$ cat config.mk
export PLATFORM = sky130hd
export DESIGN_NAME = idqr_fix
export DESIGN_NICKNAME = d
export VERILOG_FILES = /design/src/sv/idqr_pkg.sv /design/src/sv/idqr_fix.sv
export SDC_FILE = /design/constraint.sdc
export NUM_CORES = 1
export LEC_CHECK = 0
export BUFFER_PORTS_ARGS = -buffer_cell sky130_fd_sc_hd__buf_2
export CAP_MARGIN = 20
export CORE_MARGIN = 3
export CORE_UTILIZATION = 29
export CTS_CLUSTER_DIAMETER = 60
export DETAILED_ROUTE_END_ITERATION = 10
export PLACE_DENSITY_LB_ADDON = 0.1
export SYNTH_ARGS = -nofsm -noshare
export SYNTH_HDL_FRONTEND = slang
export SYNTH_SLANG_ARGS = --single-unit
$ cat constraint.sdc
create_clock -name i_clk -period 5.91 [get_ports i_clk]
set_input_delay 0.591 -clock i_clk [delete_from_list [all_inputs] [get_ports i_clk]]
set_output_delay 0.591 -clock i_clk [all_outputs]
set_load 0.1 [all_outputs]
$ cat src/sv/idqr_pkg.sv
package idqr_pkg;

    localparam int W = 32;

    // Bit positions within the mode field.
    localparam int MODE_SIGNED_BIT = 0;
    localparam int MODE_REM_BIT    = 1;
    localparam int MODE_W          = 3;

    typedef logic [W-1:0] t_word;

    // Control that travels with each request down the divider chain.
    typedef struct packed {
        logic valid;
        logic neg_q;
        logic neg_r;
        logic want_rem;
        logic dbz;
    } t_ctl;

endpackage

$ cat src/sv/idqr_fix.sv
module idqr_fix (
    input  logic                 i_clk,
    input  logic                 i_rst_n,
    input  idqr_pkg::t_ctl       i_ctl,
    input  idqr_pkg::t_word      i_rem,
    input  idqr_pkg::t_word      i_quo,
    output logic                 o_done,
    output idqr_pkg::t_word      o_result_word,
    output logic                 o_divide_by_zero
);
    import idqr_pkg::*;

    logic  r_done;
    t_word r_result, n_result;
    logic  r_dbz;
    t_word sel;
    logic  neg;

    always_comb begin
        sel = i_ctl.want_rem ? i_rem : i_quo;
        neg = i_ctl.want_rem ? i_ctl.neg_r : i_ctl.neg_q;
        if (i_ctl.dbz) begin
            n_result = '0;
        end else if (neg) begin
            n_result = ~sel + t_word'(1);
        end else begin
            n_result = sel;
        end
    end

    always_ff @(posedge i_clk) begin
        if (!i_rst_n) begin
            r_done <= 1'b0;
        end else begin
            r_done <= i_ctl.valid;
        end
    end

    always_ff @(posedge i_clk) begin
        r_result <= n_result;
        r_dbz    <= i_ctl.dbz;
    end

    assign o_done           = r_done;
    assign o_result_word    = r_result;
    assign o_divide_by_zero = r_dbz;

endmodule
**Word-level counts from Yosys, hierarchy flattened**

Index checks and enable logic that the tools add are counted.

- Bits in registers: 34
- Input bits: 71
- Word-level logic and storage cells: 8

- $add $sub $neg: 1
- Muxes and demuxes: 3
- Bitwise operators: 1

Operators with widths:

| operator | count |
|---|---|
| $mux W32 | 2 |
| $add A32 B1 Y32 const B | 1 |
| $not A32 Y32 | 1 |
| $mux W1 | 1 |

**Longest topological paths before layout**

- Depth in word-level cells: 4
- Gate-level depth with buffers: 13
- Mapped depth without buffers: 6

**Worst setup path before layout**

OpenSTA, ideal clock, no wires.

- Path type: input-to-reg
- Start point: input i_ctl[1] (netlist name)
- End point: register r_result[20] (netlist: o_result_word[20])
- Library setup time: 0.123 ns
- Arrival: 3.382 ns
- Data required time: 5.787 ns
- Slack: 2.404 ns
- Cell stages on the path: 13
- Buffers on the path: 7
- Cell sequence: buf_2 > buf_2 > buf_4 > buf_4 > buf_2 > buf_2 > buf_2 > mux2i_1 > ha_1 > and4_1 > o2111ai_1 > o31ai_1 > mux2_1

- Cells in the longest elaborated chain, start to end: 4

RTL lines:

| element | line | text |
|---|---|---|
| start: declaration | idqr_fix.sv:4 | `input idqr_pkg::t_ctl i_ctl,` |
| $mux W32 | idqr_fix.sv:20 | `sel = i_ctl.want_rem ? i_rem : i_quo;` |
| $not A32 Y32 | idqr_fix.sv:25 | `n_result = ~sel + t_word'(1);` |
| $add A32 B1 Y32 | idqr_fix.sv:25 |  |
| $mux W32 * | idqr_fix.sv:24 | `end else if (neg) begin` |
| end signal: assignment | idqr_fix.sv:40 | `r_result <= n_result;` |
| end: declaration | idqr_fix.sv:14 | `t_word r_result, n_result;` |

Every way passes the cells marked *; elsewhere a longest branch is shown, timed or not.
A chain may end at the register's enable or synchronous reset.

**Final worst setup path**

- Start point: input i_ctl[1] (netlist name)
- End point: register r_result[27] (netlist: o_result_word[27])

The elaborated chain is that of the path after synthesis.

==> qor.yml <==
grt-ovfl-total: 0
grt_max_degree: 71
core_um2: 8300
post_drt_wl_per_cell_um: 15.4
async_reset_ff_frac: 0
hold_viol_final: 0
rsz0062_at_grt: "false"
dp.cells: 497
critPathLaunchType: "input port"
cts_max_level: 2
syn_nets: 376
yosysWarnings: 0
dieArea_um2: 9770
drt_iter0_markers: 126
post_cts_resized: 0
grt_pass1_wl_mm: 12.9
via_per_inst: 5.14
slew_viol_final: 0
synth_area_um2: 2500
synth_cells: 304
fin_nets: 471
hold_depth: 2
yosysTopAreaCellShare: 0.272
crit_path_end_kind: "flop"
yosysSeqAreaShare: 0.272
cts_tree: "yes"
grt_pass1_vias: 2532
fmax_mhz: 295
tns_ns: 0
areaGrowthSynthToFinish_pct: 26.9
vias: 2595
path_clk_slew_ns: 0.07
io_pins: 105
finalSetupViolations: 0
multi_input_area_um2: 1730
postRouteAntennaNets: 0
rows: 33
peakVddDrop_mv: 0.101
antenna_found_initial: 0
first_pass_iters: 4
worstSetupPathType: "input port to flop"
fp.dieW_um: 98.8
fin_ws_ns: 2.52
syn_area_per_cell_um2: 8.22
wirelength_mm: 7.76
synth_top_area_cell: "dfxtp_1"
p_per_area_nw_per_um2: 246
finalNonFillerCells: 505
io_buffers: 104
leakagePower_nw: 1.41
layout_min_cycle_time_ns: 3.39
cts_max_path_buffers: 2
die_height_um: 98.8
ctsHoldBuffers: 0
n_antenna_cell: 0
status: "finished, final reports clean"
synth_ff_type: "dfxtp_1"
holdPathEnd: "o_done$_SDFF_PN0_"
cp-startpoint: "i_ctl[1]"
final-seq-area_um2: 681
place_hpwl_mm: 6.04
holdWs_ns: 0.504
critical_path_required_ns: 6.09
max_slew_margin: 0.486
drv_cap: 0
dp_slack_ns: 2.22
cts_setup_buffers: 0
arrival_ns: 3.57
crit_chain: "buf_2 > buf_4 > or3b_1 > a222oi_1 > and4_1 > a21oi_2 > mux2_4"
worst_path_max_delay_cell: "a222oi_1"
tightestPinTransition_ns: 0.771
hold_class: "input port to flop"
worstHoldStart: "i_ctl[4]"
synth_area_leaders: "dfxtp_1 27%, mux2i_1 13%, nor2_1 5.1%, nor3_1 3.4%, xnor2_1 2.8%"
synth_cell_type_count: 58
synth_seq_cells: 34
groute.usage.overall: 0.160
drc_errors: 0
cts-root-buf: "clkbuf_8"
cts.sinks: 34
cts_buffers: 5
start_util: 0.301
synth_common_cells: "34 x dfxtp_1, 34 x nor2_1, 32 x mux2i_1"
synth_edf_count: 0
critPathMaxFanout: 70
critPathMaxStageDelay_ns: 0.67
period_share: 0.573
place.gp.congestion: 0.806
drive_gt1_frac: 0.323
fill_cells: 881
power_mw: 0.781
## worst max-delay path by stage
stage	end	slack [ns]	depth (start not counted)
CTS	o_result_word[27]$_SDFF_PP0_	2.52	7
global route	o_result_word[27]$_SDFF_PP0_	2.35	7
global placement	o_result_word[27]$_SDFF_PP0_	2.31	7
finish	o_result_word[27]$_SDFF_PP0_	2.52	7
floorplan	o_result_word[20]$_SDFF_PP0_	2.40	13
detailed placement	o_result_word[27]$_SDFF_PP0_	2.22	7
## metal layers
metal	track usage	wire length (µm)
met1	0.225	3750
met2	0.246	3460
met5	0	0
met4	0.0410	67
met3	0.0389	483
## logic make-up after synthesis
| group | share of synthesized area |
|---|---|
| AND/OR/NAND/NOR | 0.290 |
| AO/OA/AOI/OAI | 0.187 |
| multiplexers | 0.166 |
| flip-flops | 0.272 |
| buffers and inverters | 0.0371 |
| XOR/XNOR | 0.0421 |
| adder cells (fa/ha/maj) | 0.00501 |
## report_power, final
part	internal [mW]	switching (mW)	total (mW)
clock network	0.0941	0.0894	0.184
logic	0.0830	0.258	0.341
registers	0.252	0.00509	0.257
## flip-flops by register name, indices dropped and copies added (netlist names)
signal            flops
o_result_word        32
o_done                1
o_divide_by_zero      1
## layout make-up
class                      instances  area share
multi-input combinational        251       0.545
timing repair buffer             106       0.169
tap                              105      0.0414
clock buffer                       7      0.0272
sequential                        34       0.215
inverter                           1     0.00118
clock inverter                     1     0.00158
## worst max-delay path, delay by kind of cell
kind | cells | cell delay [ns]
AND/OR/NAND/NOR | 2 | 0.95
buffers and inverters | 2 | 0.94
AO/OA/AOI/OAI | 2 | 0.78
multiplexers | 1 | 0.30
## stage by stage
stage	utilization	cell area, µm²
finish	0.382	3170
global route	0.382	3170
CTS	0.382	3170
detailed placement	0.371	3080
global placement	0.371	3080
floorplan	-	2500
## placed cells by master, fill, tap and decap left out, types with 4 or more instances in the layout
cell | Yosys | layout
o21ai_0 | 9 | 9
nor3_1 | 17 | 17
and2_1 | 5 | 5
mux2_2 | 5 | 5
clkbuf_8 | 0 | 6
nor3b_1 | 6 | 6
a21oi_1 | 10 | 10
o21ai_1 | 4 | 4
nand2b_1 | 6 | 6
nor2_1 | 34 | 34
mux2i_1 | 32 | 31
nand2_1 | 16 | 16
or3_1 | 6 | 6
buf_2 | 8 | 104
or2_2 | 4 | 4
xor2_1 | 4 | 4
or3b_1 | 6 | 6
nand3_1 | 9 | 9
dfxtp_1 | 34 | 34
a31oi_1 | 6 | 6
xnor2_1 | 8 | 8
(Power assumes the default switching activity.)
