File: config.mk
export PLATFORM = sky130hd
export DESIGN_NAME = idqr_cell
export DESIGN_NICKNAME = d
export VERILOG_FILES = /design/src/sv/idqr_pkg.sv /design/src/sv/idqr_cell.sv
export SDC_FILE = /design/constraint.sdc
export NUM_CORES = 1
export LEC_CHECK = 0
export ABC_AREA = 1
export BUFFER_PORTS_ARGS = -buffer_cell sky130_fd_sc_hd__clkbuf_2
export CORE_MARGIN = 2
export CORE_UTILIZATION = 53
export CTS_BUF_LIST = sky130_fd_sc_hd__clkbuf_16
export CTS_CLUSTER_SIZE = 10
export DETAILED_ROUTE_END_ITERATION = 16
export GPL_TIMING_DRIVEN = 1
export PLACE_DENSITY = 0.86
export SYNTH_ARGS = -nofsm -noshare
export SYNTH_HDL_FRONTEND = slang
export SYNTH_SLANG_ARGS = --single-unit
File: constraint.sdc
create_clock -name i_clk -period 5.2 [get_ports i_clk]
set_input_delay 0.78 -clock i_clk [delete_from_list [all_inputs] [get_ports i_clk]]
set_output_delay 0.78 -clock i_clk [all_outputs]
set_load 0.01 [all_outputs]
File: src/sv/idqr_pkg.sv
package idqr_pkg;

    localparam int W = 32;

    // Bit positions within the mode field.
    localparam int MODE_SIGNED_BIT = 0;
    localparam int MODE_REM_BIT    = 1;
    localparam int MODE_W          = 3;

    typedef logic [W-1:0] t_word;

    // Control that travels with each request down the divider chain.
    typedef struct packed {
        logic valid;
        logic neg_q;
        logic neg_r;
        logic want_rem;
        logic dbz;
    } t_ctl;

endpackage

File: src/sv/idqr_cell.sv
module idqr_cell (
    input  logic                 i_clk,
    input  logic                 i_rst_n,
    input  idqr_pkg::t_ctl       i_ctl,
    input  idqr_pkg::t_word      i_rem,
    input  idqr_pkg::t_word      i_dq,
    input  idqr_pkg::t_word      i_dvs,
    output idqr_pkg::t_ctl       o_ctl,
    output idqr_pkg::t_word      o_rem,
    output idqr_pkg::t_word      o_dq,
    output idqr_pkg::t_word      o_dvs
);
    import idqr_pkg::*;

    t_ctl      r_ctl;
    t_word     r_rem, n_rem;
    t_word     r_dq, n_dq;
    t_word     r_dvs;
    logic [W:0] trial, diff;
    logic      qbit;

    // One restoring step: shift in the next dividend bit and try a subtract.
    // For a nonzero divisor the partial remainder stays below it, so the trial fits W+1 bits.
    always_comb begin
        trial = {i_rem, i_dq[W-1]};
        diff  = trial - {1'b0, i_dvs};
        qbit  = ~diff[W];
        n_rem = qbit ? diff[W-1:0] : trial[W-1:0];
        n_dq  = {i_dq[W-2:0], qbit};
    end

    always_ff @(posedge i_clk) begin
        if (!i_rst_n) begin
            r_ctl <= '0;
        end else begin
            r_ctl <= i_ctl;
        end
    end

    always_ff @(posedge i_clk) begin
        r_rem <= n_rem;
        r_dq  <= n_dq;
        r_dvs <= i_dvs;
    end

    assign o_ctl = r_ctl;
    assign o_rem = r_rem;
    assign o_dq  = r_dq;
    assign o_dvs = r_dvs;

endmodule

# Word-level counts from Yosys, hierarchy flattened
# Index checks and enable logic that the tools add are counted.
# Widths: inputs -> output; s select.
# totals
reg_bits,101
latchBits,0
ram_bits,0
rom_bits,0
out_inout_bits,101
mem_count,0
# classes
addsub,1
mul,0
n_div,0
magnitude_cmp,0
n_eq_ne,0
shift,0
mux,1
n_bitwise,1
n_reduce_logical,0
# op_table
cell,count
$sub 33x32->33,1
$mux 32,1
$not 1->1,1

# Logic depth before layout (Yosys ltp)
# depth
word_depth,2
ltp_mapped,17

# Worst setup path before layout
# OpenSTA, ideal clock, no wires.
# synth_path
path_type,input port to flip-flop
startpoint,input port i_dq[31]
endpoint,register r_rem[17] (netlist: o_rem[17])
setup_ns,0.112
arrival_ns,2.379
slack_ns,2.709
cell_stages,16
cell_sequence,inv_1 ha_1 fa_1 inv_1 nand2_1 nand2_1 nand3_1 nand2_2 nand2_1 nand2_2 nand2_2 nand3_1 nand2_4 buf_4 nand2_1 nand2_1
# synth_via
elab_chain_len,2
# synth_lines
element,line,text
"start, declared",idqr_cell.sv:6,"input idqr_pkg::t_word i_dq,"
$sub 33x32->33,idqr_cell.sv:26,"diff = trial - {1'b0, i_dvs};"
$mux 32,idqr_cell.sv:28,n_rem = qbit ? diff[W-1:0] : trial[W-1:0];
via n_rem[17],idqr_cell.sv:16,"t_word r_rem, n_rem;"
"end signal, assigned",idqr_cell.sv:41,r_rem <= n_rem;
"end, declared",idqr_cell.sv:16,
# The timed path passes the listed nets, and every way through them passes these cells.
# A chain may end at the register's enable or synchronous reset.

# Worst setup path in the final report
# layout_path
startpoint,input port i_dq[31]
endpoint,register r_rem[11] (netlist: o_rem[11])
# Same word-level chain as after synthesis.

==> results.sh <==
export IMPL_status="finished clean"
export IMPL_power_mw=2.07
export IMPL_antenna_found_initial=0
export IMPL_clkTransAtPathRegs_ns=0.07
export IMPL_synth_top_family_by_area="simple AND/OR/NAND/NOR gates"
export IMPL_synth_seq_cells=101
export IMPL_worstSetupEndpointType="register"
export IMPL_worstSetupStartpointType="input port"
export IMPL_tightest_slew_ns=0.408
export IMPL_core_um2=9640
export IMPL_wl_per_cell_um=12.4
export IMPL_hold_path_endpoint="o_dq[6]"
export IMPL_overflow=0
export IMPL_drv_slew=0
export IMPL_path_cells="clkbuf_2 -> inv_1 -> ha_1 -> fa_1 -> inv_1 -> nand2_1 -> nand2_1 -> nand3_1 -> nand2_2 -> nand2_1 -> nand2_2 -> nand2_2 -> nand2_2 -> nand2_2 -> nand2_4 -> nand2_1 -> nand2_1"
export IMPL_path_class="in2reg"
export IMPL_synth_compound_area_share_pct=3.65
export IMPL_top_usage_layer="met2"
export IMPL_holdPathStages=1
export IMPL_gp_congestion=0.971
export IMPL_antenna_left=0
export IMPL_cpPeakStageDelay_ns=0.42
export IMPL_netlist_area_um2=5210
export IMPL_synthMuxAreaShare_pct=0
export IMPL_grt_use_met2_pct=48.9
export IMPL_fin_nets=1135
export IMPL_drive_above_1_share_pct=23.3
export IMPL_power_leakage_nw=4.18
export IMPL_min_period_ns=2.54
export IMPL_ys_types=24
export IMPL_synth_top_area_cell="dfxtp_1"
export IMPL_holdBufCountCts=0
export IMPL_grt_pass1_wl_um=21700
export IMPL_h_tree_depth=3
export IMPL_yosysSeqAreaShare_pct=38.8
export IMPL_grt_pass1_vias=4822
export IMPL_use_met1_pct=31.0
export IMPL_grt_usage_pct=26.5
export IMPL_setup_tns_ns=0
export IMPL_ctsResizeCount=0
export IMPL_synth_nets=927
export IMPL_power_density_nw_per_um2=312
export IMPL_dp_hpwl_um=11700
export IMPL_synth_fa_ha_area_share_pct=8.07
export IMPL_final_common_cell="nand2_1"
export IMPL_fin_cells=1137
export IMPL_root_buffer="clkbuf_16"
export IMPL_cts_tree="yes"
export IMPL_drt_initial_drc_count=169
export IMPL_max_vdd_ir_drop_mv=0.156
export IMPL_critPathTopFamily="simple AND/OR/NAND/NOR gates"
export IMPL_yosysTopAreaCellShare_pct=38.8
export IMPL_max_freq_mhz=394
export IMPL_die_h_um=103
export IMPL_fin_util_pct=68.8
export IMPL_n_antenna_cell=0
export IMPL_cp_arrival_ns=2.83
export IMPL_yosys_area_share_xor_xnor_pct=2.52
export IMPL_via_per_inst=4.72
export IMPL_cts_sinks=101
export IMPL_worstHoldStart="i_dq[5]"
export IMPL_report_final_hold_viol_count=0
export IMPL_required_ns=5.50
export IMPL_start_util_pct=54.0
export IMPL_avgSynthCellArea_um2=6.59
export IMPL_rsz0062_at_grt="no"
export IMPL_core_rowCount=36
export IMPL_syn_inst=791
export IMPL_finalSetupViolations=0
export IMPL_area_delta_synth_final_pct=27.2
export IMPL_port_buffers=203
export IMPL_slew_headroom_pct=72.6
export IMPL_cts_buffers=9
export IMPL_dieArea_um2=10600
export IMPL_cap_violations=0
export IMPL_cts_setup_buffers=0
export IMPL_drc=0
export IMPL_fillers=896
export IMPL_wirelength_um=14100
export IMPL_crit_path_max_fanout=33
export IMPL_grt_use_met3_pct=5.36
export IMPL_synthTopCellsByArea="dfxtp_1, nand2_1, inv_1"
export IMPL_cts_path_max_buffers=2
export IMPL_final_period_utilization_pct=48.8
export IMPL_grt_max_degree=34
export IMPL_cp_num_buf_inv=3
export IMPL_worstHoldPathType="in2reg"
export IMPL_first_pass_iters=5
export IMPL_die_w_um=103
export IMPL_layout_common_cells="nand2_1, clkbuf_2, inv_1, dfxtp_1, nor2_1"
export IMPL_yosysWarnings=0
export IMPL_ios=204
export IMPL_yosys_area_share_simple_pct=34.2
export IMPL_vias=5367
export IMPL_cpMaxStageDelayCell="fa_1"
export IMPL_post_place_cells=1121
[registers in the layout, indices dropped and copies added (netlist names)]
register  flops
o_rem        32
o_dvs        32
o_dq         32
o_ctl         5
[cell type report]
class                           instances  area, µm²  area share (%)
Multi-Input combinational cell        522       2520            38.1
Sequential cell                       101       2020            30.5
Timing Repair Buffer                  203       1020            15.3
Inverter                              162        608            9.17
Clock buffer                            9        225            3.40
Tap cell                              133        166            2.51
Clock inverter                          7       67.6            1.02
[stage by stage]
stage | setup slack, ns | instance area [µm²] | hold slack (ns)
after floorplan | 2.71 | 5210 | 0.808
after global placement | 2.44 | 6340 | 0.882
after detailed placement | 2.28 | 6340 | 0.884
after CTS | 2.64 | 6630 | 0.523
after global routing | 2.47 | 6630 | 0.517
final | 2.66 | 6630 | 0.525
[cell families (layout without fill, tap and decap cells)]
group | Yosys count | in the layout
buffers and inverters | 168 | 381
AOI/OAI and AO/OA | 33 | 33
adders and majority gates | 33 | 33
DFF | 101 | 101
xor gates and xnor gates | 15 | 15
and+or+nand+nor | 441 | 441
[cells in the mapped netlist (all sizes together)]
cell / n
nand3: 31
and2: 4
nand3b: 2
xor2: 14
nor2: 39
nand4: 8
xnor2: 1
or2: 2
fa: 1
ha: 32
and3: 1
dfxtp: 101
nor3: 6
a21oi: 26
buf: 6
inv: 162
o21bai: 7
nand2: 348
[layer usage]
metal  up-vias  share of wire [%]
met5         -                  0
met4         0                1.4
met3        24                8.7
met2       215                 50
met1      2355                 40
li1       2773                  -
[report_power, final]
group | internal [mW] | total (mW) | switching, mW
logic | 0.199 | 0.531 | 0.332
clock network | 0.338 | 0.665 | 0.328
registers | 0.851 | 0.874 | 0.0226
total | 1.39 | 2.07 | 0.682
[how the worst max path moves through the flow]
| stage | from | end | slack [ns] | depth (start not counted) |
|---|---|---|---|---|
| 3_3_place_gp | i_dq[31] | o_rem[19] | 2.44 | 17 |
| 3_5_place_dp | i_dq[31] | o_rem[11] | 2.28 | 17 |
| 2_1_floorplan | i_dq[31] | o_rem[17] | 2.71 | 16 |
| 4_1_cts | i_dq[31] | o_rem[11] | 2.64 | 17 |
| 5_1_grt | i_dq[31] | o_rem[5] | 2.47 | 17 |
| 6_report | i_dq[31] | o_rem[11] | 2.66 | 17 |
Note: power is estimated with default switching activity, not from simulation.
