<file path="src/sv/idqr_pkg.sv">
package idqr_pkg;

    localparam int W = 32;

    // Bit positions within the mode field.
    localparam int MODE_SIGNED_BIT = 0;
    localparam int MODE_REM_BIT    = 1;
    localparam int MODE_W          = 3;

    typedef logic [W-1:0] t_word;

    // Control that travels with each request down the divider chain.
    typedef struct packed {
        logic valid;
        logic neg_q;
        logic neg_r;
        logic want_rem;
        logic dbz;
    } t_ctl;

endpackage

</file>
<file path="src/sv/idqr_prep.sv">
module idqr_prep (
    input  logic                 i_clk,
    input  logic                 i_rst_n,
    input  logic                 i_start,
    input  idqr_pkg::t_word      i_dividend,
    input  idqr_pkg::t_word      i_divisor,
    input  logic [2:0]           i_mode_flags,
    output idqr_pkg::t_ctl       o_ctl,
    output idqr_pkg::t_word      o_mag_a,
    output idqr_pkg::t_word      o_mag_b
);
    import idqr_pkg::*;

    t_ctl  r_ctl, n_ctl;
    t_word r_mag_a, n_mag_a;
    t_word r_mag_b, n_mag_b;
    logic  na, nb;

    always_comb begin
        na = i_mode_flags[MODE_SIGNED_BIT] & i_dividend[W-1];
        nb = i_mode_flags[MODE_SIGNED_BIT] & i_divisor[W-1];
        n_mag_a = na ? (~i_dividend + t_word'(1)) : i_dividend;
        n_mag_b = nb ? (~i_divisor + t_word'(1)) : i_divisor;
        n_ctl.valid    = i_start;
        n_ctl.neg_q    = na ^ nb;
        n_ctl.neg_r    = na;
        n_ctl.want_rem = i_mode_flags[MODE_REM_BIT];
        n_ctl.dbz      = (i_divisor == '0);
    end

    always_ff @(posedge i_clk) begin
        if (!i_rst_n) begin
            r_ctl <= '0;
        end else begin
            r_ctl <= n_ctl;
        end
    end

    always_ff @(posedge i_clk) begin
        r_mag_a <= n_mag_a;
        r_mag_b <= n_mag_b;
    end

    assign o_ctl   = r_ctl;
    assign o_mag_a = r_mag_a;
    assign o_mag_b = r_mag_b;

endmodule

</file>
<file path="config.mk">
export PLATFORM = sky130hd
export DESIGN_NAME = idqr_prep
export DESIGN_NICKNAME = d
export VERILOG_FILES = /design/src/sv/idqr_pkg.sv /design/src/sv/idqr_prep.sv
export SDC_FILE = /design/constraint.sdc
export NUM_CORES = 1
export LEC_CHECK = 0
export BUFFER_PORTS_ARGS = -buffer_cell sky130_fd_sc_hd__clkbuf_2
export CAP_MARGIN = 20
export CELL_PAD_IN_SITES_DETAIL_PLACEMENT = 0
export CELL_PAD_IN_SITES_GLOBAL_PLACEMENT = 1
export CORE_MARGIN = 2
export CORE_UTILIZATION = 30
export DETAILED_ROUTE_END_ITERATION = 6
export PLACE_DENSITY_LB_ADDON = 0.1
export SETUP_SLACK_MARGIN = 0.1
export SLEW_MARGIN = 20
export SYNTH_ARGS = -nofsm -noshare
export SYNTH_HDL_FRONTEND = slang
export SYNTH_SLANG_ARGS = --single-unit
</file>
<file path="constraint.sdc">
create_clock -name i_clk -period 2.03 [get_ports i_clk]
set_clock_uncertainty 0.1 [all_clocks]
set_input_delay 0.406 -clock i_clk [delete_from_list [all_inputs] [get_ports i_clk]]
set_output_delay 0.406 -clock i_clk [all_outputs]
set_load 0.02 [all_outputs]
</file>
* Word-level counts from Yosys, hierarchy flattened *
Index checks and enable logic that the tools add are counted.

word-level totals
  input bits = 70
  bits in registers = 69

cells by class
  add/sub/neg operators = 2
  muxes and demuxes = 2
  reduce and logical (&&, ||, !) cells = 1
  bitwise operators = 5

operators with widths
  cell                                                              count
  32-bit by 1-bit adder with 32-bit output (second input constant)  2
  32-bit 2-to-1 mux                                                 2
  32-bit NOT                                                        2
  32-bit zero test                                                  1
  1-bit AND                                                         2
  1-bit XOR                                                         1

* Longest topological paths before layout *
Gate-level depths: netlist of the first run.

  word-level depth = 3
  gate-level depth with buffers = 7

* Least setup slack after synthesis of the first run *
Ideal clock, no wire load.

  path kind = input -> register
  start point = input port i_divisor[1]
  end point = register r_mag_b[24] (netlist: o_mag_b[24])
  arrival = 1.561 ns
  setup slack = 0.242 ns
  library setup time = 0.127 ns
  stages = 7
  required time = 1.803 ns
  cell sequence = inv_1 ha_1 nor3b_1 and3_1 buf_2 a41oi_1 xor2_1

on the way
  cells in the longest elaborated chain, start to end = 3

RTL lines
  element                                   line             text
  start, declared                           idqr_prep.sv:6   input idqr_pkg::t_word i_divisor,
  32-bit NOT                                idqr_prep.sv:23  n_mag_b = nb ? (~i_divisor + t_word'(1)) : i_divisor;
  32-bit by 1-bit adder with 32-bit output  idqr_prep.sv:23
  32-bit 2-to-1 mux                         idqr_prep.sv:23
  named net n_mag_b[24]                     idqr_prep.sv:16  t_word r_mag_b, n_mag_b;
  end signal, assigned                      idqr_prep.sv:41  r_mag_b <= n_mag_b;
  end, declared                             idqr_prep.sv:16

The timed path passes the listed nets, and every way through them passes these cells.
A chain may end at the register's enable or synchronous reset.

* Worst setup path in the final report of the first run *
Ends and elaborated chain as after synthesis.

==> impl_metrics.tcl, run 1 <==
set metrics [dict create \
    grt_util_met2 0.234 \
    htreeDepth 3 \
    setup-violations-final 0 \
    grt_use_met1 0.170 \
    cts-root-buf "clkbuf_8" \
    critical_path_class "input port to flip-flop" \
    synth_commonest_cells "dfxtp_1 (69), xnor2_1 (30), xor2_1 (29), nor2_1 (20)" \
    crit_arrival_ns 1.85 \
    diodes 0 \
    fp.coreArea_sq_um 9640 \
    netlist_area_sq_um 2950 \
    post_drt_wl_per_cell_um 12.9 \
    whs_endpoint "o_mag_a[0]$_DFF_P_" \
    cts_tree "yes" \
    cp_max_fo 8 \
    synth_seq_cells 69 \
    ant_nets 0 \
    worstSetupEndpointType "flip-flop" \
    yosys_warnings 0 \
    worst_path_max_delay_cell "and3_1" \
    finalWirelength_mm 7.41 \
    tns_ns 0 \
    fin_nets 509 \
    slowest_delay_ns 0.44 \
    fmax_mhz 580 \
    yosysMostFrequentCell "dfxtp_1" \
    min-delay-path-class "input port to flip-flop" \
    viasPerCell 4.51 \
    ios 139 \
    power_mw 3.13 \
    drtIter0Drc 50 \
    start_util 0.306 \
    post_cts_buffers 0 \
    clkTransAtPathRegs_ns 0.08 \
    drive_above_1_share 0.405 \
    cts_resized 0 \
    grt_pass1_vias 2488 \
    drcViolationCount 0 \
    worst_hold_slack_ns 0.130 \
    fp.dieW_um 103 \
    die_height_um 103 \
    worstMarginPinSlew_ns 0.392 \
    netlist.area_leader.share 0.469 \
    synth_ff_type "dfxtp_1" \
    antenna_found_initial 0 \
    grt_usage 0.142 \
    period_needed_ns 1.72 \
    syn-num-nets 360 \
    area_growth_pct 35.7 \
    portBuffers 137 \
    cap_violations 0 \
    post-route-period-util 0.849 \
    irDropWorstVdd_v 0.000297 \
    ctsHoldBuffers 0 \
    yosys.cell_types.count 43 \
    whs_path_depth 1 \
    min_from "i_dividend[0]" \
    status "finished clean" \
    synth_edf_count 0 \
    worst_ep_required_time_ns 2.16 \
    relSlewSlack 0.735 \
    crit_chain "clkbuf_2 > inv_1 > ha_1 > nor3b_1 > and3_1 > a41oi_1 > xor2_1" \
    nFillCells 1056 \
    use_met3 0.0386 \
    drv_slew 0 \
    grt_overflow 0 \
    synthArstFlopShare 0 \
    ys_top_cells_by_area "dfxtp_1 (47%), xnor2_1 (8.9%), xor2_1 (8.6%)" \
    num_vias 2596 \
    grt_max_degree 26 \
    dieArea_sq_um 10600 \
    first_pass_iters 4 \
    syn_area_per_cell_sq_um 10.2 \
    gp_congestion 0.745 \
    p_leak_nw 1.83 \
    fin_util 0.415 \
    hold_viol 0 \
    synth_top_area_cell "dfxtp_1" \
    rows 36 \
    clockBufferDepth 2 \
    rsz0062_at_grt "false" \
    grt_first_pass_wirelength_mm 11.6 \
    hpwl_mm 5.67 \
    startpoint_type "input port" \
    syn_inst 288 \
    cts_made_buffers 9 \
    grt_busiest_layer "met2" \
    synth-seq-area-share 0.469 \
    p_per_area_nw_per_um2 782 \
    cts_sinks 69 \
]
layout make-up:
cell class,count,area (sq um),share of cell area
sequential,69,1380,0.346
clock buffer,11,131,0.0329
multi-input combinational,199,1480,0.370
tap,133,166,0.0416
timing repair buffer,146,766,0.192
inverter,12,45.0,0.0113
clock inverter,5,27.5,0.00689
sequential cells by signal, summed over array words and instances, names as in the netlist:
signal   cells
o_mag_a     32
o_ctl        5
o_mag_b     32
metal layers:
layer | part of all wire | vias to the layer above
met2 | 0.48 | 88
li1 | - | 1317
met1 | 0.43 | 1182
met5 | 0 | -
met4 | 0.016 | 0
met3 | 0.079 | 9
worst max path at each step:
stage	start	endpoint	slack [ns]	cells after the start
2_1_floorplan	i_divisor[1]	o_mag_b[24]$_DFF_P_	0.24	7
3_3_place_gp	i_divisor[1]	o_mag_b[22]$_DFF_P_	-0.04	7
4_1_cts	i_divisor[1]	o_mag_b[24]$_DFF_P_	0.28	7
3_5_place_dp	i_divisor[1]	o_mag_b[24]$_DFF_P_	-0.08	7
6_report	i_divisor[1]	o_mag_b[24]$_DFF_P_	0.31	7
5_1_grt	i_dividend[0]	o_mag_a[30]$_DFF_P_	0.17	7
through the flow:
| stage | setup WS [ns] | cells | cell area [sq um] |
|---|---|---|---|
| after floorplan | 0.242 | 288 | 2950 |
| after global placement | -0.0388 | 559 | 3840 |
| after detailed placement | -0.0826 | 559 | 3840 |
| after CTS | 0.284 | 575 | 4000 |
| after global routing | 0.174 | 575 | 4000 |
| final | 0.306 | 575 | 4000 |
placed cells by master, fill, tap and decap left out, drive strengths merged:
cell,Yosys,final
nand4,5,5
dfxtp,69,69
xnor2,30,30
or2,1,1
nor4,10,10
ha,2,2
clkinvlp,0,1
a41oi,4,4
nand3,1,1
nor2,22,22
xor2,29,29
nand2,8,8
nor3b,3,3
and4b,1,1
o21ai,11,11
a21oi,12,12
and4,1,1
or3,4,4
nand4b,1,1
and3,4,4
inv,12,12
o41ai,7,7
buf,5,9
a31oi,11,11
clkinv,0,4
o31ai,7,7
and2,5,5
nand2b,1,1
a21boi,1,1
clkbuf,3,148
nor3,12,12
or4,6,6
logic make-up after synthesis:
logic type / count (synthesis) / synth area share
and+or+nand+nor: 85 / 0.194
DFF: 69 / 0.469
xor gates and xnor gates: 59 / 0.175
AOI/OAI and AO/OA: 53 / 0.125
buffers and inverters: 20 / 0.0285
adders and majority gates: 2 / 0.00849
power breakdown:
group / leakage [nW] / total, mW / internal [mW] / switching (mW)
Clock: 0.0829 / 0.957 / 0.436 / 0.522
Sequential: 0.581 / 1.52 / 1.49 / 0.0344
Combinational: 1.17 / 0.648 / 0.245 / 0.403
Total: 1.83 / 3.13 / 2.17 / 0.959
critical path, delay by kind of cell:
family	cells	cell delay [ns]
AND/OR/NAND/NOR	2	0.77
adder cells (fa/ha/maj)	1	0.15
buffers and inverters	2	0.16
XOR/XNOR	1	0.17
AO/OA/AOI/OAI	1	0.19
(Power assumes the default switching activity.)
==> run 2, diff against run 1 <==
--- a/config.mk
+++ b/config.mk
@@ -5,6 +5,7 @@
 export SDC_FILE = /design/constraint.sdc
 export NUM_CORES = 1
 export LEC_CHECK = 0
+export ABC_AREA = 1
 export BUFFER_PORTS_ARGS = -buffer_cell sky130_fd_sc_hd__clkbuf_2
 export CAP_MARGIN = 20
 export CELL_PAD_IN_SITES_DETAIL_PLACEMENT = 0
==> constraint.sdc (replaced) <==
create_clock -name i_clk -period 1.7 [get_ports i_clk]
set_clock_uncertainty 0.1 [all_clocks]
set_input_delay 0.34 -clock i_clk [delete_from_list [all_inputs] [get_ports i_clk]]
set_output_delay 0.34 -clock i_clk [all_outputs]
set_load 0.02 [all_outputs]
==> run 2 against run 1 <==
Total power rose by 54%; design area rose by 18%; global-route usage rose by 2.6 points.
==> impl_metrics.tcl, run 2 <==
set metrics [dict create \
    status "finished clean" \
    internal-power_mw 3.44 \
    yosysMostFrequentCell "nand2_1" \
    cp_max_fo 1 \
    irDropWorstVdd_v 0.000554 \
    htreeDepth 3 \
    ys_top_cells_by_area "dfxtp_1 (40%), nand2_1 (21%), nor2_1 (11%)" \
    cts_resized 0 \
    drtIter0Drc 231 \
    worst_path_max_delay_cell "dfxtp_1" \
    synth_fa_ha_area_frac 0.00722 \
    setup-violations-final 0 \
    post_drt_wl_per_cell_um 12.2 \
    seq_area_sq_um 1380 \
    rsz0062_at_grt "false" \
    synthMuxAreaShare 0 \
    grt_overflow 0 \
    relSlewSlack 0.766 \
    period_needed_ns 1.29 \
    post_cts_buffers 0 \
    synth_seq_cells 69 \
    setup_ws_ns 0.409 \
    num_vias 3619 \
    p_sw_frac 0.287 \
    start_util 0.305 \
    gp_congestion 0.855 \
    p_per_area_nw_per_um2 1030 \
    cts-root-buf "clkbuf_16" \
    synth_top_family_by_area "simple AND/OR/NAND/NOR gates" \
    cts_tree "yes" \
    combPwrFrac 0.197 \
    fp.coreArea_sq_um 11400 \
    grt_first_pass_wirelength_mm 16.5 \
    slowest_delay_ns 0.34 \
    syn_area_per_cell_sq_um 6.60 \
    cp_top_family "flip-flops" \
    netlist.area_leader.share 0.399 \
    critPathBufInv 1 \
    post-route-period-util 0.760 \
    die_height_um 111 \
    drcViolationCount 0 \
    syn-num-nets 597 \
    tns_ns 0 \
    ant_nets 0 \
    final_cell_mix "nand2_1 (190), clkbuf_2 (137), nor2_1 (97)" \
    dieArea_sq_um 12400 \
    synth_xor_area_frac 0.0733 \
    grt_usage 0.168 \
    dpl.cell_count 809 \
    grt_pass1_vias 3393 \
    viasPerCell 4.39 \
    fin_nets 749 \
    yosys.cell_types.count 23 \
    fin_area_sq_um 4700 \
    finalWirelength_mm 10.1 \
    portBuffers 137 \
    worst-path-stages 1 \
    stdcell_count 825 \
    drive_above_1_share 0.274 \
    clkPwrFrac 0.423 \
    clkTransAtPathRegs_ns 0.06 \
    dp_worst_setup_slack_ns 0.0477 \
    fmax_mhz 774 \
    synth_simple_gate_area_share 0.418 \
    p_leak_nw 2.45 \
    cts_sinks 69 \
    synth_commonest_cells "nand2_1 (190), nor2_1 (97), dfxtp_1 (69), inv_1 (46), nand3_1 (32)" \
    multi_input_area_sq_um 1860 \
    final_common_cell "nand2_1" \
    worstSetupEndpointType "output port" \
    antenna_found_initial 0 \
    grt_max_degree 22 \
    ctsHoldBuffers 0 \
    p_switching_mw 1.38 \
    cts_made_buffers 9 \
    hold_viol 0 \
    cap_violations 0 \
    rows 39 \
    first_pass_iters 4 \
    worst_ep_required_time_ns 1.26 \
    seqPwrFrac 0.380 \
    synth_ff_type "dfxtp_1" \
    synth_edf_count 0 \
    nFillCells 1268 \
    synth-compound-area-share 0.0386 \
    syn_inst 525 \
    synthArstFlopShare 0 \
    synth_top_area_cell "dfxtp_1" \
    hpwl_mm 8.31 \
    critical_path_class "flip-flop to output port" \
    drv_slew 0 \
    diodes 0 \
    clockBufferDepth 2 \
    worstMarginPinSlew_ns 0.348 \
    ios 139 \
    crit_arrival_ns 0.85 \
    fp.dieW_um 111 \
    netlist_area_sq_um 3470 \
    startpoint_type "flip-flop" \
    area_growth_pct 35.6 \
    power_mw 4.82 \
    min-delay-path-class "input port to flip-flop" \
    whs_path_depth 1 \
    crit_chain "clkbuf_2" \
    place_area_sq_um 4370 \
    synth-seq-area-share 0.399 \
    yosys_warnings 0 \
]
run 2: cell count changes in the layout (fill, tap and decap cells not counted), moves of 9 or more:
cell | before | now
xnor2_1 | 30 | 15
nand3_1 | 1 | 32
inv_1 | 12 | 46
nand2_1 | 8 | 190
clkbuf_16 | 0 | 9
nor3_1 | 10 | 1
xor2_1 | 29 | 14
a31oi_1 | 11 | 0
nor2_1 | 20 | 97
run 2: path summary, 6_finish.rpt:
kind	start	to	slack, ns
hold / removal	i_dividend[0]	o_mag_a[0]$_DFF_P_	0.03
setup / recovery	o_mag_b[28]$_DFF_P_	o_mag_b[28]	0.41
run 2: kinds of logic after synthesis:
family	after synthesis
flops	69
xor+xnor	29
compound gates	25
simple gates	346
fa+ha+maj	2
buf+inv	54
run 2: metal layers:
| metal | part of all wire | GRT usage | vias to the layer above |
|---|---|---|---|
| li1 | - | - | 1912 |
| met1 | 0.53 | 0.255 | 1566 |
| met2 | 0.38 | 0.224 | 128 |
| met3 | 0.074 | 0.0435 | 13 |
| met4 | 0.017 | 0.0667 | 0 |
| met5 | 0 | 0 | - |
run 2: metrics by stage:
| stage | utilization | hold slack (ns) |
|---|---|---|
| finish | 0.413 | 0.0278 |
| global route | 0.413 | 0.0212 |
| CTS | 0.413 | 0.0186 |
| detailed placement | 0.385 | 0.371 |
| global placement | 0.385 | 0.361 |
| floorplan | - | 0.268 |
run 2: cell type report:
type	count	share of cell area
Multi-Input combinational cell	402	0.396
Sequential cell	69	0.294
Timing Repair Buffer	147	0.165
Clock buffer	10	0.0509
Inverter	48	0.0383
Tap cell	143	0.0381
Clock inverter	6	0.0184
run 2: power groups by stage:
stage	Sequential, mW	Combinational (mW)	Clock (mW)
6_report	1.83	0.951	2.04
5_1_grt	1.85	1.06	2.17
4_1_cts	1.83	0.963	2.10
3_5_place_dp	1.87	0.959	0
3_3_place_gp	1.86	0.956	0
2_1_floorplan	2.08	0.354	0
==> run 3, diff against run 2 <==
==> constraint.sdc (replaced) <==
create_clock -name i_clk -period 1.25 [get_ports i_clk]
set_clock_uncertainty 0.1 [all_clocks]
set_input_delay 0.25 -clock i_clk [delete_from_list [all_inputs] [get_ports i_clk]]
set_output_delay 0.25 -clock i_clk [all_outputs]
set_load 0.02 [all_outputs]
==> run 3 against run 2 <==
Wire length rose by 8.7%; utilization rose by 14 points; final cell count rose by 10%; flip-flop and latch count did not move; total power rose by 52%; via count rose by 10%; worst setup slack got worse by 0.31 ns; count of clock-buffer cells in the layout did not move; non-clock buffer count rose by 83; combinational power rose by 110%; critical path type unchanged; largest cell class is now buffers.
==> impl_metrics.tcl, run 3 (same netlist as run 2, synthesis figures left out) <==
set metrics [dict create \
    drtIter0Drc 145 \
    grt_usage 0.178 \
    slowest_delay_ns 0.35 \
    cts-root-buf "clkbuf_16" \
    num_vias 3984 \
    viasPerCell 4.39 \
    start_util 0.305 \
    setup_ws_ns 0.100 \
    final_common_cell "nand2_1" \
    dpl.cell_count 880 \
    irDropWorstVdd_v 0.000729 \
    worst_ep_required_time_ns 0.90 \
    worstSetupEndpointType "output port" \
    cap_violations 0 \
    hpwl_mm 8.70 \
    final_cell_mix "nand2_1 (179), buf_4 (92), nor2_1 (69)" \
    ant_nets 0 \
    critPathBufInv 1 \
    antenna_found_initial 0 \
    grt_first_pass_wirelength_mm 17.5 \
    power_mw 7.36 \
    grt_pass1_vias 3780 \
    area_growth_pct 82.2 \
    cts_tree "yes" \
    diodes 0 \
    drv_slew 0 \
    crit_arrival_ns 0.80 \
    stdcell_count 908 \
    hold_viol 0 \
    gp_congestion 0.834 \
    dieArea_sq_um 12400 \
    fp.dieW_um 111 \
    clkTransAtPathRegs_ns 0.06 \
    worstMarginPinSlew_ns 0.291 \
    fmax_mhz 870 \
    p_leak_nw 3.09 \
    min_from "i_divisor[3]" \
    worst_hold_slack_ns 0.00429 \
    post-route-period-util 0.920 \
    period_needed_ns 1.15 \
    rows 39 \
    cts_made_buffers 9 \
    cts_sinks 69 \
    setup-violations-final 0 \
    relSlewSlack 0.804 \
    p_per_area_nw_per_um2 1170 \
    htreeDepth 3 \
    fin_area_sq_um 6310 \
    fp.coreArea_sq_um 11400 \
    finalWirelength_mm 11.0 \
    drive_above_1_share 0.495 \
    whs_path_depth 2 \
    dp_worst_setup_slack_ns -0.253 \
    grt_overflow 0 \
    portBuffers 137 \
    worst_path_max_delay_cell "dfxtp_2" \
    fin_nets 832 \
    whs_endpoint "o_mag_b[3]$_DFF_P_" \
    status "finished clean" \
    min-delay-path-class "input port to flip-flop" \
    die_height_um 111 \
    ios 139 \
    crit_chain "buf_8" \
    drcViolationCount 0 \
    rsz0062_at_grt "true" \
    clockBufferDepth 2 \
    critical_path_class "flip-flop to output port" \
    cp_max_fo 1 \
    cp_top_family "flip-flops" \
    place_area_sq_um 4980 \
    worstSetupStartpoint "o_ctl[0]$_SDFF_PN0_" \
    first_pass_iters 4 \
    grt_max_degree 19 \
    post_drt_wl_per_cell_um 12.1 \
    startpoint_type "flip-flop" \
]
[run 3: cell types whose count changed in the layout (fill, tap and decap cells not counted), moves of 28 or more]
| cell | delta |
|---|---|
| buf_4 | +83 |
| nor2_1 | -28 |
| clkbuf_2 | -74 |
| dfxtp_2 | +67 |
| buf_8 | +67 |
| dfxtp_1 | -67 |
[run 3: per-stage QoR]
step                TNS [ns]   util
finish                     0  0.555
CTS                        0  0.529
detailed placement     -8.26  0.438
floorplan                  0      -
global route               0  0.555
global placement       -7.64  0.438
[run 3: how the worst max path moves through the flow]
stage,to,slack (ns),cells after the start
after floorplan,o_mag_b[18]$_DFF_P_,0.08,9
after CTS,o_mag_b[22],0.07,1
after global routing,o_mag_a[20]$_DFF_P_,0.07,10
final,o_ctl[0],0.10,1
after global placement,o_mag_b[19]$_DFF_P_,-0.22,9
after detailed placement,o_mag_a[22]$_DFF_P_,-0.25,9
[run 3: area by class of cell]
cell class	instances	area, sq um
fill	1092	5060
timing repair buffer	230	2100
multi-input combinational	402	2050
sequential	69	1470
clock buffer	10	239
inverter	48	198
tap	143	179
clock inverter	6	86.3
[run 3: power breakdown]
part	internal [mW]	total (mW)	leakage [nW]	switching (mW)
Sequential	2.48	2.62	0.585	0.141
Combinational	1.04	1.96	2.35	0.919
Clock	1.80	2.78	0.158	0.981
Total	5.31	7.36	3.09	2.04
[run 3: per-layer routing]
| layer | share of wire | up-vias | track usage |
|---|---|---|---|
| met2 | 0.53 | 99 | 0.326 |
| met5 | 0 | - | 0 |
| met3 | 0.051 | 19 | 0.0435 |
| met1 | 0.39 | 1777 | 0.192 |
| li1 | - | 2089 | - |
| met4 | 0.028 | 0 | 0.0823 |
[run 3: timing repair]
item,in CTS,in global routing
resized for setup,191,134
pin swaps,0,26
endpoints found under the hold margin,4,0
setup buffers,0,8
endpoints found under the setup margin,69,98
hold buffers,4,0
